<file path="src/hw/rtl/nscf_pkg.sv">
// Package for the NMEA checksum framer: character codes, body limit,
// status codes and the result beat type. No dependencies.
package nscf_pkg;

  localparam logic [7:0] CharDollar = 8'h24;
  localparam logic [7:0] CharStar   = 8'h2A;

  // Longest body that is counted; longer bodies are flagged too long.
  localparam logic [7:0] MaxBody = 8'd128;

  typedef enum logic [1:0] {
    StOk       = 2'd0,
    StMismatch = 2'd1,
    StBadHex   = 2'd2,
    StTooLong  = 2'd3
  } status_e;

  typedef struct packed {
    status_e    status;
    logic [7:0] computed_sum;
    logic [7:0] received_sum;
    logic [7:0] body_length;
  } result_t;

endpackage

</file>
<file path="src/hw/rtl/nscf_hex_dec.sv">
// ASCII hex digit decoder for the NMEA checksum framer.
// No package dependencies.
module nscf_hex_dec (
  input  logic [7:0] char_i,
  output logic [3:0] nibble_o,
  output logic       bad_o
);

  logic [7:0] diff;

  always_comb begin
    diff     = 8'd0;
    nibble_o = 4'd0;
    bad_o    = 1'b0;
    if (char_i inside {[8'h30:8'h39]}) begin
      diff     = char_i - 8'h30;
      nibble_o = diff[3:0];
    end else if (char_i inside {[8'h41:8'h46]}) begin
      diff     = char_i - 8'h37;
      nibble_o = diff[3:0];
    end else if (char_i inside {[8'h61:8'h66]}) begin
      diff     = char_i - 8'h57;
      nibble_o = diff[3:0];
    end else begin
      bad_o = 1'b1;
    end
  end

endmodule

</file>
<file path="src/hw/rtl/nmea_sentence_checksum_framer_core.sv">
// Top level of the NMEA 0183 sentence checksum framer.
// Depends on nscf_pkg and nscf_hex_dec.
//
// Usage:
//   The input channel carries one character per beat (data_byte_i). Bytes
//   are skipped until a '$'; every byte after it up to the next '*' is
//   XORed into the checksum and counted (saturating at 128). The two bytes
//   after the '*' are read as hex digits. On the second one the block
//   emits one result beat: status, computed and received sums and length.
//   The result is registered in the output register, or in the skid register
//   while the receiver stalls. Throughput: one byte per cycle while in_stall_o
//   is low, set by the single phase register and the result register.
//   When the receiver stalls, a held result sits in the output register
//   and bytes keep flowing; a second finished result goes to a skid
//   register, and only while that skid register is full is in_stall_o
//   high.
//   Reset clears the phase to hunting for '$' and empties both result
//   registers; the result payload holds no defined value until written.
module nmea_sentence_checksum_framer_core (
  input  logic       clk_i,
  input  logic       rst_ni,
  input  logic       in_valid_i,
  output logic       in_stall_o,
  input  logic [7:0] data_byte_i,
  output logic       out_valid_o,
  input  logic       out_stall_i,
  output logic [1:0] status_o,
  output logic [7:0] computed_sum_o,
  output logic [7:0] received_sum_o,
  output logic [7:0] body_length_o
);
  import nscf_pkg::*;

  localparam logic [1:0] PhHunt = 2'd0;
  localparam logic [1:0] PhBody = 2'd1;
  localparam logic [1:0] PhHex1 = 2'd2;
  localparam logic [1:0] PhHex2 = 2'd3;

  logic [1:0] phase_q, phase_d;
  logic [7:0] running_xor_q, running_xor_d;
  logic [3:0] high_nibble_q, high_nibble_d;
  logic       hex_error_q, hex_error_d;
  logic [7:0] length_count_q, length_count_d;
  logic       overflow_seen_q, overflow_seen_d;

  logic       out_valid_q, out_valid_d;
  logic       skid_valid_q, skid_valid_d;
  result_t    out_q, out_d;
  result_t    skid_q, skid_d;

  logic       in_acc;
  logic       out_free;
  logic [3:0] nibble;
  logic       bad;
  logic       res_valid;
  result_t    res;
  logic [7:0] recv;
  logic       err;

  nscf_hex_dec u_hex_dec (
    .char_i   (data_byte_i),
    .nibble_o (nibble),
    .bad_o    (bad)
  );

  assign in_stall_o = skid_valid_q;
  assign in_acc     = in_valid_i && !in_stall_o;
  assign out_free   = !out_valid_q || !out_stall_i;

  assign recv = {high_nibble_q, nibble};
  assign err  = hex_error_q | bad;

  always_comb begin
    res.computed_sum = running_xor_q;
    res.received_sum = recv;
    res.body_length  = length_count_q;
    if (overflow_seen_q) begin
      res.status = StTooLong;
    end else if (err) begin
      res.status = StBadHex;
    end else if (recv != running_xor_q) begin
      res.status = StMismatch;
    end else begin
      res.status = StOk;
    end
  end

  always_comb begin
    phase_d         = phase_q;
    running_xor_d   = running_xor_q;
    high_nibble_d   = high_nibble_q;
    hex_error_d     = hex_error_q;
    length_count_d  = length_count_q;
    overflow_seen_d = overflow_seen_q;
    res_valid       = 1'b0;
    if (in_acc) begin
      case (phase_q)
        PhHunt: begin
          if (data_byte_i == CharDollar) begin
            phase_d         = PhBody;
            running_xor_d   = 8'd0;
            high_nibble_d   = 4'd0;
            hex_error_d     = 1'b0;
            length_count_d  = 8'd0;
            overflow_seen_d = 1'b0;
          end
        end
        PhBody: begin
          if (data_byte_i == CharStar) begin
            phase_d = PhHex1;
          end else begin
            running_xor_d = running_xor_q ^ data_byte_i;
            if (length_count_q < MaxBody) begin
              length_count_d = length_count_q + 8'd1;
            end else begin
              overflow_seen_d = 1'b1;
            end
          end
        end
        PhHex1: begin
          high_nibble_d = nibble;
          hex_error_d   = hex_error_q | bad;
          phase_d       = PhHex2;
        end
        PhHex2: begin
          hex_error_d = err;
          res_valid   = 1'b1;
          phase_d     = PhHunt;
        end
        default: begin
          phase_d = PhHunt;
        end
      endcase
    end
  end

  // Output register plus one skid entry. While the skid entry is full the
  // input is stalled, so a new result never meets a full skid.
  always_comb begin
    out_valid_d  = out_valid_q;
    skid_valid_d = skid_valid_q;
    out_d        = out_q;
    skid_d       = skid_q;
    if (out_free) begin
      if (skid_valid_q) begin
        out_d        = skid_q;
        out_valid_d  = 1'b1;
        skid_valid_d = 1'b0;
      end else if (res_valid) begin
        out_d       = res;
        out_valid_d = 1'b1;
      end else begin
        out_valid_d = 1'b0;
      end
    end else if (res_valid) begin
      skid_d       = res;
      skid_valid_d = 1'b1;
    end
  end

  always_ff @(posedge clk_i or negedge rst_ni) begin
    if (!rst_ni) begin
      phase_q         <= PhHunt;
      running_xor_q   <= 8'd0;
      high_nibble_q   <= 4'd0;
      hex_error_q     <= 1'b0;
      length_count_q  <= 8'd0;
      overflow_seen_q <= 1'b0;
      out_valid_q     <= 1'b0;
      skid_valid_q    <= 1'b0;
    end else begin
      phase_q         <= phase_d;
      running_xor_q   <= running_xor_d;
      high_nibble_q   <= high_nibble_d;
      hex_error_q     <= hex_error_d;
      length_count_q  <= length_count_d;
      overflow_seen_q <= overflow_seen_d;
      out_valid_q     <= out_valid_d;
      skid_valid_q    <= skid_valid_d;
    end
  end

  always_ff @(posedge clk_i) begin
    out_q  <= out_d;
    skid_q <= skid_d;
  end

  assign out_valid_o    = out_valid_q;
  assign status_o       = out_q.status;
  assign computed_sum_o = out_q.computed_sum;
  assign received_sum_o = out_q.received_sum;
  assign body_length_o  = out_q.body_length;

endmodule

</file>
<file path="config.mk">
export PLATFORM = sky130hd
export DESIGN_NAME = nmea_sentence_checksum_framer_core
export DESIGN_NICKNAME = d
export VERILOG_FILES = /design/src/hw/rtl/nscf_pkg.sv /design/src/hw/rtl/nscf_hex_dec.sv /design/src/hw/rtl/nmea_sentence_checksum_framer_core.sv
export SDC_FILE = /design/constraint.sdc
export NUM_CORES = 1
export LEC_CHECK = 0
export ABC_CLOCK_PERIOD_IN_PS = 8700
export BUFFER_PORTS_ARGS = -buffer_cell sky130_fd_sc_hd__buf_4
export CORE_MARGIN = 10
export CORE_UTILIZATION = 45
export DETAILED_ROUTE_END_ITERATION = 7
export PLACE_DENSITY = 0.74
export RECOVER_POWER = 100
export SKIP_CTS_REPAIR_TIMING = 1
export SYNTH_ARGS = -nofsm -noshare
export SYNTH_HDL_FRONTEND = slang
export SYNTH_SLANG_ARGS = --single-unit
</file>
<file path="constraint.sdc">
create_clock -name clk_i -period 8.7 [get_ports clk_i]
set_input_delay 0.435 -clock clk_i [delete_from_list [all_inputs] [get_ports clk_i]]
set_output_delay 0.435 -clock clk_i [all_outputs]
set_load 0.01 [all_outputs]
</file>
==> results of run 1 <==
-- final cells by class --
type,instances,share of cell area [%]
clock buffers,9,3.06
multi-input cells,173,30.6
repair buffers,44,4.98
clock inverters,6,2.75
well taps,102,3.15
inverters,9,0.835
flip-flops and latches,78,54.7
-- flip-flops by register name, indices dropped and copies added (netlist names) --
| signal | cells |
|---|---|
| computed_sum_o | 8 |
| running_xor_q | 8 |
| body_length_o | 8 |
| out_valid_o | 1 |
| phase_q | 2 |
| high_nibble_q | 4 |
| skid_q | 26 |
| received_sum_o | 8 |
| status_o | 2 |
| length_count_q | 8 |
| hex_error_q | 1 |
| overflow_seen_q | 1 |
| in_stall_o | 1 |
-- worst max path at each step --
stage	startpoint	end	slack [ps]	cells after the start
2_1_floorplan	in_stall_o	skid_q[0]	5520	3
3_5_place_dp	data_byte_i[3]	skid_q[24]	5910	7
3_3_place_gp	data_byte_i[3]	status_o[0]	5950	7
4_1_cts	data_byte_i[3]	skid_q[24]	6280	7
5_1_grt	data_byte_i[6]	running_xor_q[4]	4570	7
6_report	data_byte_i[6]	running_xor_q[4]	4830	7
-- layout by cell type, fill, tap and decap left out, drive strengths merged, types with 3 or more instances in the layout --
master and instances:
inv 9, mux2 25, clkbuf 44, a31oi 3, a32o 5, xor2 14, dfrtp 26, nor4 3
a21oi 10, clkinv 3, nand2 26, nor3 7, o21ai 7, nand2b 5, ha 9, xnor2 7
nor2 24, buf 8, bufinv 3, nand3 5, edfxtp 52
-- worst register-to-register path, cell delays in order (launching register included) --
cell and delay, ps:
dfrtp_1 390, inv_1 80, ha_1 260, nand2b_1 220
a2111oi_0 2030, nand2_1 390, xor2_1 240, nor2_1 50
-- logic make-up after synthesis --
family | Yosys count | synth area share [%]
AO/OA/AOI/OAI | 39 | 8.46
XOR/XNOR | 21 | 5.18
adder cells (fa/ha/maj) | 9 | 3.17
buffers and inverters | 16 | 1.73
flip-flops | 78 | 62.3
multiplexers | 25 | 7.93
AND/OR/NAND/NOR | 79 | 11.2
-- layer usage --
metal	track usage [%]	vias up
li1	-	1071
met4	7.53	0
met3	3.30	17
met1	16.0	1052
met5	0	-
met2	20.3	85
-- where the power goes --
group	switching [uW]	total [uW]	internal [uW]	leakage [uW]
Clock	131	320	189	0.000117
Combinational	185	312	128	0.000582
Sequential	78.3	594	516	0.000818
Total	394	1230	832	0.00152
-- metrics by stage --
| stage | power [uW] | util, % |
|---|---|---|
| floorplan | 819 | - |
| global placement | 942 | 51.8 |
| detailed placement | 957 | 51.8 |
| CTS | 1280 | 54.9 |
| global route | 1300 | 52.6 |
| finish | 1230 | 52.6 |
==> out/qor_table.md, run 1 <==
| Step | Item | This run |
| --- | --- | --- |
| outcome | Outcome | complete, but fails checks |
| outcome | Violations in the final reports | max-capacitance violations, max-slew violations |
| placement | Number of placed instances, taps included | 405 |
| cts | Clock root cell | clkbuf_8 |
| sta | Least-Margin Pin Slew | 2500 ps |
| global routing | Number of antenna violations at the first check in global routing | 0 |
| hold path | WHS Path Cells | 3 |
| sta | Worst setup skew after layout | 5.55 ps |
| cts | Clock buffer count from CTS | 9 |
| sta | Final setup violation count | 0 |
| power | P per Cell Area | 303 nW/um^2 |
| cts | Clock tree from TritonCTS | done |
| cts | Clock transition at the register clock pins on the worst setup and hold paths after CTS | 80 ps |
| synth | Most repeated cell in the gate-level netlist after synthesis | edfxtp_1 |
| hold path | Tightest Hold Check Type | in -> reg |
| run | Count of maximum capacitance violations | 3 |
| finish | Non-Filler Instances | 421 |
| hold path | Min-Delay Endpoint | out_valid_o |
| worst setup path | Depth of the worst register-to-register path | 7 |
| floorplan | Starting Density | 46.2% |
| sta | Hold Worst Slack | 338 ps |
| synth | Most used DFF post-synth | edfxtp_1 |
| finish | Final layout net count | 336 |
| placement | Placer congestion estimate | 0.904 |
| worst setup path | Largest stage delay on the critical path | 1920 ps |
| sta | Fmax | 258 MHz |
| floorplan | Width of the die | 109 microns |
| worst setup path | Setup slack of the most critical reg-to-reg path | 4930 ps |
| floorplan | Rows | 32 |
| placement | Post-DP Area | 3980 sq um |
| worst setup path | Critical register-to-register path endpoint | running_xor_q[4] |
| sta | Min Tclk post-route | 3870 ps |
| global routing | Via count of the first global-routing pass | 2274 |
| cts | Buffers from clock root to sink, at most | 2 |
| synth | Number of flops mapped to enable cells by yosys | 52 |
| placement | HPWL reported at the end of detailed placement | 5000 microns |
| synth | Post-Synthesis Net Count | 288 |
| sta | Share of the clock period used by the worst path after layout | 44.5% |
| worst setup path | Type of the worst setup path | in -> reg |
| finish | Fin area | 4050 sq um |
| synth | Post-synth top area cell | edfxtp_1 |
| synth | Post-synthesis cell area | 3550 sq um |
| worst setup path | Critical path buffers and inverters | 1 |
| finish | Final-layout fill cell count | 710 |
| synth | Top cells by instance count after synthesis | 52 x edfxtp_1, 26 x dfrtp_1, 26 x nand2_1, 24 x mux2_2, 24 x nor2_1 |
| synth | Mean cell area of the mapped netlist | 13.3 sq um |
| synth | Count of distinct cell types in the synthesized netlist | 42 |
| cts | Num Clock Sinks | 78 |
| synth | Number of flip-flops and latches in the synthesized netlist | 78 |
| sta | Number of hold violations in the final report | 0 |
| sta | Unrepaired setup endpoints after global routing | false |
| sta | Slew margin rel. | -71.0% |
| sta | Final worst-path setup slack | 4830 ps |
| floorplan | Core area | 7690 sq um |
| placement | I/O Buffers | 39 |
| global routing | First-pass GRT wire length | 11900 microns |
| route | DRT Wirelength | 7250 microns |
| synth | Warnings, synthesis | 0 |
| global routing | Maximum number of pins on one net before global-route repair | 27 |
| worst setup path | Worst-path fanout max | 9 |
| sta | Number of max-slew violations in the final report | 64 |
| synth | Cells after Synth | 267 |
| route | Drt wl/cell | 17.2 microns |
| worst setup path | Reg-to-reg startpoint | phase_q[1] |
| power | Largest vdd supply drop | 0.0938 mV |
| cts | Clock Latency Late Sink | 350 ps |
| finish | Fraction of final layout cells sized beyond drive strength 1 | 15.0% |
| synth | Dominant cells by area after synthesis | edfxtp_1 44%, dfrtp_1 18%, mux2_2 7.6%, xor2_1 3.5%, ha_1 3.2% |
| worst setup path | Family with the most delay on the worst path | compound AO/OA/AOI/OAI gates |
| power | Leak pwr | 0.00152 uW |
| floorplan | Die area | 11800 sq um |
| global routing | All-layer global routing usage | 13.0% |
| route | Met2 routed wirelength | 3440 microns |
| worst setup path | Required time worst endpoint | 8940 ps |
| cts | H-tree lvl count | 3 |
| route | Number of nets still failing antenna checks after routing | 0 |
| synth | Area share of the largest cell type after synthesis | 44.0% |
| worst setup path | CP cell instances | clkbuf_1 > or4b_1 > o31a_1 > a2111oi_0 > nand2_1 > xor2_1 > nor2_1 |
| worst setup path | Worst setup SP type | input port |
| finish | Antenna diode count | 0 |
| sta | Final setup TNS | 0 ps |
| finish | Synth-to-layout area growth | 14.0% |
| route | Routed via count divided by cell count | 5.29 |
| hold path | Start point of the worst hold path | out_stall_i |
| worst setup path | Crit path arrival time | 4110 ps |
| route | Detailed-routing wirelength on met1 | 3080 microns |
| route | Detailed-routing iteration count for the pre-antenna-repair pass | 7 |
| global routing | Global-route congestion overflow total | 0 |
| worst setup path | Slowest CP cell | a2111oi_0 |
| floorplan | I/O pin cnt | 40 |
| finish | Footprint of the multi-input gates | 1240 sq um |
| route | Sum of met3 wire segment lengths after detailed routing | 505 microns |
| finish | Storage element area | 2210 sq um |
| synth | FFs w/ async S/R, synth | 33.3% |
| worst setup path | Setup crit end kind | flip-flop |
| route | Highest metal layer with signal wires | met4 |
| route | DRC violation count after routing | 0 |
| route | Iteration-0 DRC count of the detailed router | 216 |
| floorplan | Y dimension of the die | 109 microns |
| route | Total via count in the routed design | 2225 |
| synth | Share of the yosys chip area belonging to registers | 62.3% |
| placement | Pre-CTS setup slack | 5910 ps |
Power figures use the tool's default switching activity.
==> run 2: changes to the inputs <==
- ABC_CLOCK_PERIOD_IN_PS: 8700 -> 3200
- PLACE_DENSITY: 0.74 -> 0.76
- clock period: 8.7 -> 3.2 ns (I/O delays scaled with it)
==> out/qor_table.md, run 2 (synthesis results as in run 1) <==
| Step | Item | This run | vs previous |
| --- | --- | --- | --- |
| hold path | Tightest Hold Check Type | in -> reg |  |
| sta | Min Tclk post-route | 2530 ps |  |
| cts | Num Clock Sinks | 78 | unchanged |
| sta | Final setup TNS | 0 ps | unchanged |
| sta | Slew margin rel. | -7.59% | +63 points |
| power | Leak pwr | 0.00153 uW | +0.79% |
| sta | Final setup violation count | 0 | unchanged |
| route | DRT Wirelength | 7210 microns | -0.59% |
| global routing | Via count of the first global-routing pass | 2293 | +0.84% |
| worst setup path | Setup crit end kind | flip-flop |  |
| global routing | All-layer global routing usage | 12.8% | -0.16 points |
| finish | Fraction of final layout cells sized beyond drive strength 1 | 16.8% | +1.8 points |
| sta | Number of max-slew violations in the final report | 54 | -16% |
| finish | Most frequent cells in the layout | 52 x edfxtp_1, 33 x clkbuf_1, 26 x nand2_1, 26 x dfrtp_1, 24 x nor2_1 |  |
| route | DRC violation count after routing | 0 | unchanged |
| sta | Least-Margin Pin Slew | 1610 ps | -886 ps |
| cts | Buffers from clock root to sink, at most | 2 | unchanged |
| route | Routed via count divided by cell count | 5.33 | +0.91% |
| worst setup path | Setup slack of the most critical reg-to-reg path | 670 ps | -4260 ps |
| sta | Fmax | 396 MHz |  |
| floorplan | Starting Density | 46.2% | unchanged |
| floorplan | Core area | 7690 sq um | unchanged |
| placement | Placer congestion estimate | 0.886 | -1.9% |
| floorplan | Die area | 11800 sq um | unchanged |
| worst setup path | Worst setup SP type | flip-flop |  |
| sta | Number of hold violations in the final report | 0 | unchanged |
| outcome | Outcome | complete, but fails checks |  |
| route | Drt wl/cell | 17.0 microns | -1.1% |
| finish | Antenna diode count | 0 | unchanged |
| route | Iteration-0 DRC count of the detailed router | 179 | -17% |
| global routing | First-pass GRT wire length | 11800 microns | -0.75% |
| placement | Post-DP Area | 3990 sq um | +0.19% |
| sta | Share of the clock period used by the worst path after layout | 79.0% |  |
| cts | Clock tree from TritonCTS | done |  |
| worst setup path | Required time worst endpoint | 3140 ps | -5800 ps |
| finish | Utilization of the core after routing | 52.7% | about the same |
| route | Detailed-routing iteration count for the pre-antenna-repair pass | 4 | -3 |
| outcome | Violations in the final reports | max-capacitance violations, max-slew violations |  |
| run | Count of maximum capacitance violations | 2 | -1 |
| finish | Largest Register | skid_q |  |
| route | Total via count in the routed design | 2256 | +1.4% |
| worst setup path | Worst-path fanout max | 26 | +17 |
| worst setup path | Type of the worst setup path | reg -> reg |  |
| finish | Leading cell type in the layout, fill and taps excluded | edfxtp_1 |  |
| cts | Clock buffer count from CTS | 9 | unchanged |
| route | Number of nets still failing antenna checks after routing | 0 | unchanged |
| power | P per Cell Area | 803 nW/um^2 | +160% |
| cts | Clock Latency Late Sink | 340 ps | about the same |
| floorplan | Width of the die | 109 microns | unchanged |
| sta | Hold Worst Slack | 95.4 ps | -242 ps |
| placement | HPWL reported at the end of detailed placement | 4940 microns | -1.2% |
| finish | Synth-to-layout area growth | 14.0% | about the same |
| floorplan | Y dimension of the die | 109 microns | unchanged |
| cts | Clock root cell | clkbuf_8 |  |
| power | Largest vdd supply drop | 0.271 mV | +190% |
| floorplan | Rows | 32 | unchanged |
| worst setup path | Crit path arrival time | 2470 ps | -1640 ps |
| cts | Clock transition at the register clock pins on the worst setup and hold paths after CTS | 80 ps | about the same |
| finish | Final layout net count | 337 | +0.30% |
| global routing | Number of antenna violations at the first check in global routing | 0 | unchanged |
| sta | Worst setup skew after layout | 4.67 ps | -0.881 ps |
| placement | I/O Buffers | 39 | unchanged |
| finish | Number of flip-flops in the largest register | 26 | unchanged |
| global routing | Global-route congestion overflow total | 0 | unchanged |
| cts | H-tree lvl count | 3 | unchanged |
| floorplan | I/O pin cnt | 40 | unchanged |
| finish | Fin area | 4050 sq um | about the same |
| global routing | Maximum number of pins on one net before global-route repair | 27 | unchanged |
| sta | Unrepaired setup endpoints after global routing | false |  |
## run 2: metrics by stage
step           setup slack (ps)  total power (uW)  instances
2_1_floorplan              23.5              2230        267
3_3_place_gp                835              2550        406
3_5_place_dp                773              2590        406
4_1_cts                     990              3380        422
5_1_grt                     459              3470        423
6_report                    673              3250        423
## run 2: cell type report
| class | count | area [sq um] |
|---|---|---|
| clock inverter | 6 | 86.3 |
| sequential | 78 | 2210 |
| fill | 700 | 3640 |
| multi-input combinational | 173 | 1240 |
| tap | 102 | 128 |
| timing repair buffer | 45 | 218 |
| clock buffer | 10 | 128 |
| inverter | 9 | 33.8 |
## run 2: layer usage
layer / wire [microns] / track usage, %
met5: 0 / 0
met1: 3230 / 16.3
met2: 3380 / 20.1
met4: 95 / 5.37
met3: 508 / 3.66
## run 2: report_power, final
part	total, uW	switching (uW)	leakage [uW]	internal [uW]
sequential	1610	211	0.000818	1400
combinational	854	498	0.000603	356
clock	785	346	0.000108	438
total	3250	1060	0.00153	2190
## run 2: worst paths after layout
kind,from,endpoint,cells after the start
max in group asynchronous,rst_ni,length_count_q[6],2
setup reg to reg,in_stall_o,skid_q[10],2
hold / removal,out_stall_i,out_valid_o,3
min in group asynchronous,rst_ni,length_count_q[0],2
setup / recovery,in_stall_o,skid_q[10],2
hold reg to reg,length_count_q[7],skid_q[7],0
## run 2: worst max-delay path, cell delays in order (launching register included)
cell      delay, ps
dfrtp_1         660
nor3_2          270
clkbuf_1       1190
==> run 3: changes to the inputs <==
- ABC_CLOCK_PERIOD_IN_PS: 3200 -> 2460
- PLACE_DENSITY: 0.76 -> 0.74
- clock period: 3.2 -> 2.46 ns (I/O delays scaled with it)
==> out/qor_table.md, run 3 (synthesis results as in run 1) <==
| Step | Item | This run | vs previous |
| --- | --- | --- | --- |
| route | DRC violation count after routing | 0 | unchanged |
| floorplan | Y dimension of the die | 109 microns | unchanged |
| worst setup path | Worst-path fanout max | 6 | -77% |
| worst setup path | Critical path buffers and inverters | 2 | +1 |
| finish | Antenna diode count | 0 | unchanged |
| sta | Unrepaired setup endpoints after global routing | false |  |
| route | Number of nets still failing antenna checks after routing | 0 | unchanged |
| cts | Clock buffer count from CTS | 9 | unchanged |
| global routing | First-pass GRT wire length | 11900 microns | +0.12% |
| sta | Number of hold violations in the final report | 0 | unchanged |
| placement | Placer congestion estimate | 0.874 | -1.4% |
| finish | Synth-to-layout area growth | 15.4% |  |
| cts | Buffers from clock root to sink, at most | 2 | unchanged |
| worst setup path | Launch point of the critical path | data_byte_i[0] |  |
| worst setup path | Crit path arrival time | 2200 ps | -270 ps |
| floorplan | Core area | 7690 sq um | unchanged |
| floorplan | Starting Density | 46.2% | unchanged |
| global routing | Maximum number of pins on one net before global-route repair | 27 | unchanged |
| worst setup path | Termination of the worst setup path | skid_q[24] |  |
| route | Routed via count divided by cell count | 5.34 | about the same |
| sta | Hold Worst Slack | 81.0 ps | -14.4 ps |
| sta | Share of the clock period used by the worst path after layout | 86.2% |  |
| finish | Fraction of final layout cells sized beyond drive strength 1 | 17.8% | +0.97 points |
| finish | Final layout net count | 342 | +1.5% |
| route | Iteration-0 DRC count of the detailed router | 112 | -37% |
| sta | Slew margin rel. | 0.944% | +8.5 points |
| sta | Number of max-slew violations in the final report | 0 | -100% |
| outcome | Outcome | finished, final reports clean |  |
| sta | Final setup TNS | 0 ps | unchanged |
| worst setup path | Type of the worst setup path | in -> reg |  |
| cts | Clock transition at the register clock pins on the worst setup and hold paths after CTS | 70 ps | about the same |
| finish | Leading cell type in the layout, fill and taps excluded | edfxtp_1 |  |
| floorplan | Rows | 32 | unchanged |
| route | Total via count in the routed design | 2284 | +1.2% |
| worst setup path | Required time worst endpoint | 2540 ps | -600 ps |
| finish | Number of flip-flops in the largest register | 26 | unchanged |
| placement | I/O Buffers | 39 | unchanged |
| worst setup path | Largest stage delay on the critical path | 370 ps | -820 ps |
| floorplan | I/O pin cnt | 40 | unchanged |
| run | Count of maximum capacitance violations | 0 | -2 |
| power | P per Cell Area | 1040 nW/um^2 | +30% |
| global routing | Number of antenna violations at the first check in global routing | 0 | unchanged |
| worst setup path | Critical register-to-register path endpoint | status_o[1] |  |
| sta | Worst setup skew after layout | 8.47 ps | +3.80 ps |
| cts | Clock Latency Late Sink | 340 ps | about the same |
| route | DRT Wirelength | 7050 microns | -2.3% |
| power | Total Power Consumption | 4260 uW | +31% |
| finish | Largest Register | skid_q |  |
| cts | Num Clock Sinks | 78 | unchanged |
| worst setup path | Slowest CP cell | nor4_1 |  |
| worst setup path | Family with the most delay on the worst path | compound AO/OA/AOI/OAI gates |  |
| worst setup path | Reg-to-reg startpoint | in_stall_o |  |
| sta | Min Tclk post-route | 2120 ps |  |
| finish | Footprint of the multi-input gates | 1260 sq um | +1.5% |
| sta | Final worst-path setup slack | 339 ps | -334 ps |
| global routing | Via count of the first global-routing pass | 2319 | +1.1% |
| cts | H-tree lvl count | 3 | unchanged |
| finish | Storage element area | 2210 sq um | unchanged |
| worst setup path | Worst setup SP type | input port |  |
| power | Largest vdd supply drop | 0.446 mV | +65% |
| sta | Fmax | 471 MHz |  |
| hold path | Tightest Hold Check Type | in -> reg |  |
| worst setup path | Setup slack of the most critical reg-to-reg path | 380 ps | -290 ps |
| power | Leak pwr | 0.00155 uW | +1.2% |
| cts | Clock tree from TritonCTS | done |  |
| cts | Clock root cell | clkbuf_8 |  |
| worst setup path | Depth of the worst register-to-register path | 2 | unchanged |
| floorplan | Width of the die | 109 microns | unchanged |
| route | Detailed-routing iteration count for the pre-antenna-repair pass | 5 | +1 |
| placement | HPWL reported at the end of detailed placement | 4930 microns | -0.16% |
| worst setup path | Setup crit end kind | flip-flop |  |
| finish | Most frequent cells in the layout | 52 x edfxtp_1, 33 x clkbuf_1, 26 x nand2_1, 26 x dfrtp_1, 24 x nor2_1 |  |
| placement | Pre-CTS setup slack | 82.3 ps | -690 ps |
| finish | Final-layout fill cell count | 684 | -2.3% |
| worst setup path | CP cell instances | clkbuf_1 > inv_1 > ha_1 > and2_1 > o311ai_1 > o2bb2a_1 > xor2_1 > nor4_1 > a21oi_1 |  |
| global routing | All-layer global routing usage | 12.7% | -0.15 points |
| worst setup path | Logic depth of the worst path, buffers included | 9 | +7 |
| sta | Least-Margin Pin Slew | 1490 ps | -128 ps |
| floorplan | Die area | 11800 sq um | unchanged |
| sta | Final setup violation count | 0 | unchanged |
| global routing | Global-route congestion overflow total | 0 | unchanged |
| route | Drt wl/cell | 16.5 microns | -3.4% |
## run 3: layout make-up
type,instances,share of cell area (%)
Sequential cell,78,54.0
Inverter,9,0.825
Clock buffer,9,3.02
Timing Repair Buffer,50,6.08
Multi-Input combinational cell,173,30.8
Clock inverter,7,2.17
Tap cell,102,3.12
## run 3: worst min path at each step
stage,cells past startpoint,startpoint,end,slack [ps]
finish,3,in_valid_i,out_valid_o,80
global route,3,in_valid_i,out_valid_o,70
CTS,1,rst_ni,length_count_q[0],-310
detailed placement,1,rst_ni,length_count_q[0],60
global placement,1,rst_ni,length_count_q[0],50
floorplan,0,rst_ni,hex_error_q,-170
## run 3: layer usage
metal | track usage [%] | routed length, microns | up-vias
met5 | 0 | 0 | -
met4 | 6.21 | 145 | 0
met3 | 3.60 | 366 | 14
met2 | 19.5 | 3190 | 67
met1 | 16.1 | 3350 | 1116
li1 | - | - | 1087
## run 3: where the power goes
part	switching (uW)	total [uW]	internal (uW)
registers	265	2090	1820
clock network	458	1020	564
logic	668	1150	486
## run 3: worst reg2reg max path, delay by kind of cell (launching register included)
| family | cells | cell delay [ps] |
|---|---|---|
| mux | 1 | 440 |
| flops | 1 | 590 |
| buf+inv | 1 | 810 |
## run 3: stage by stage
step,instance area [sq um],std cells,util [%]
final,4100,428,53.3
after detailed placement,4030,411,52.5
after floorplan,3560,267,-
after global placement,4030,411,52.5
after global routing,4100,428,53.3
after CTS,4250,427,55.2
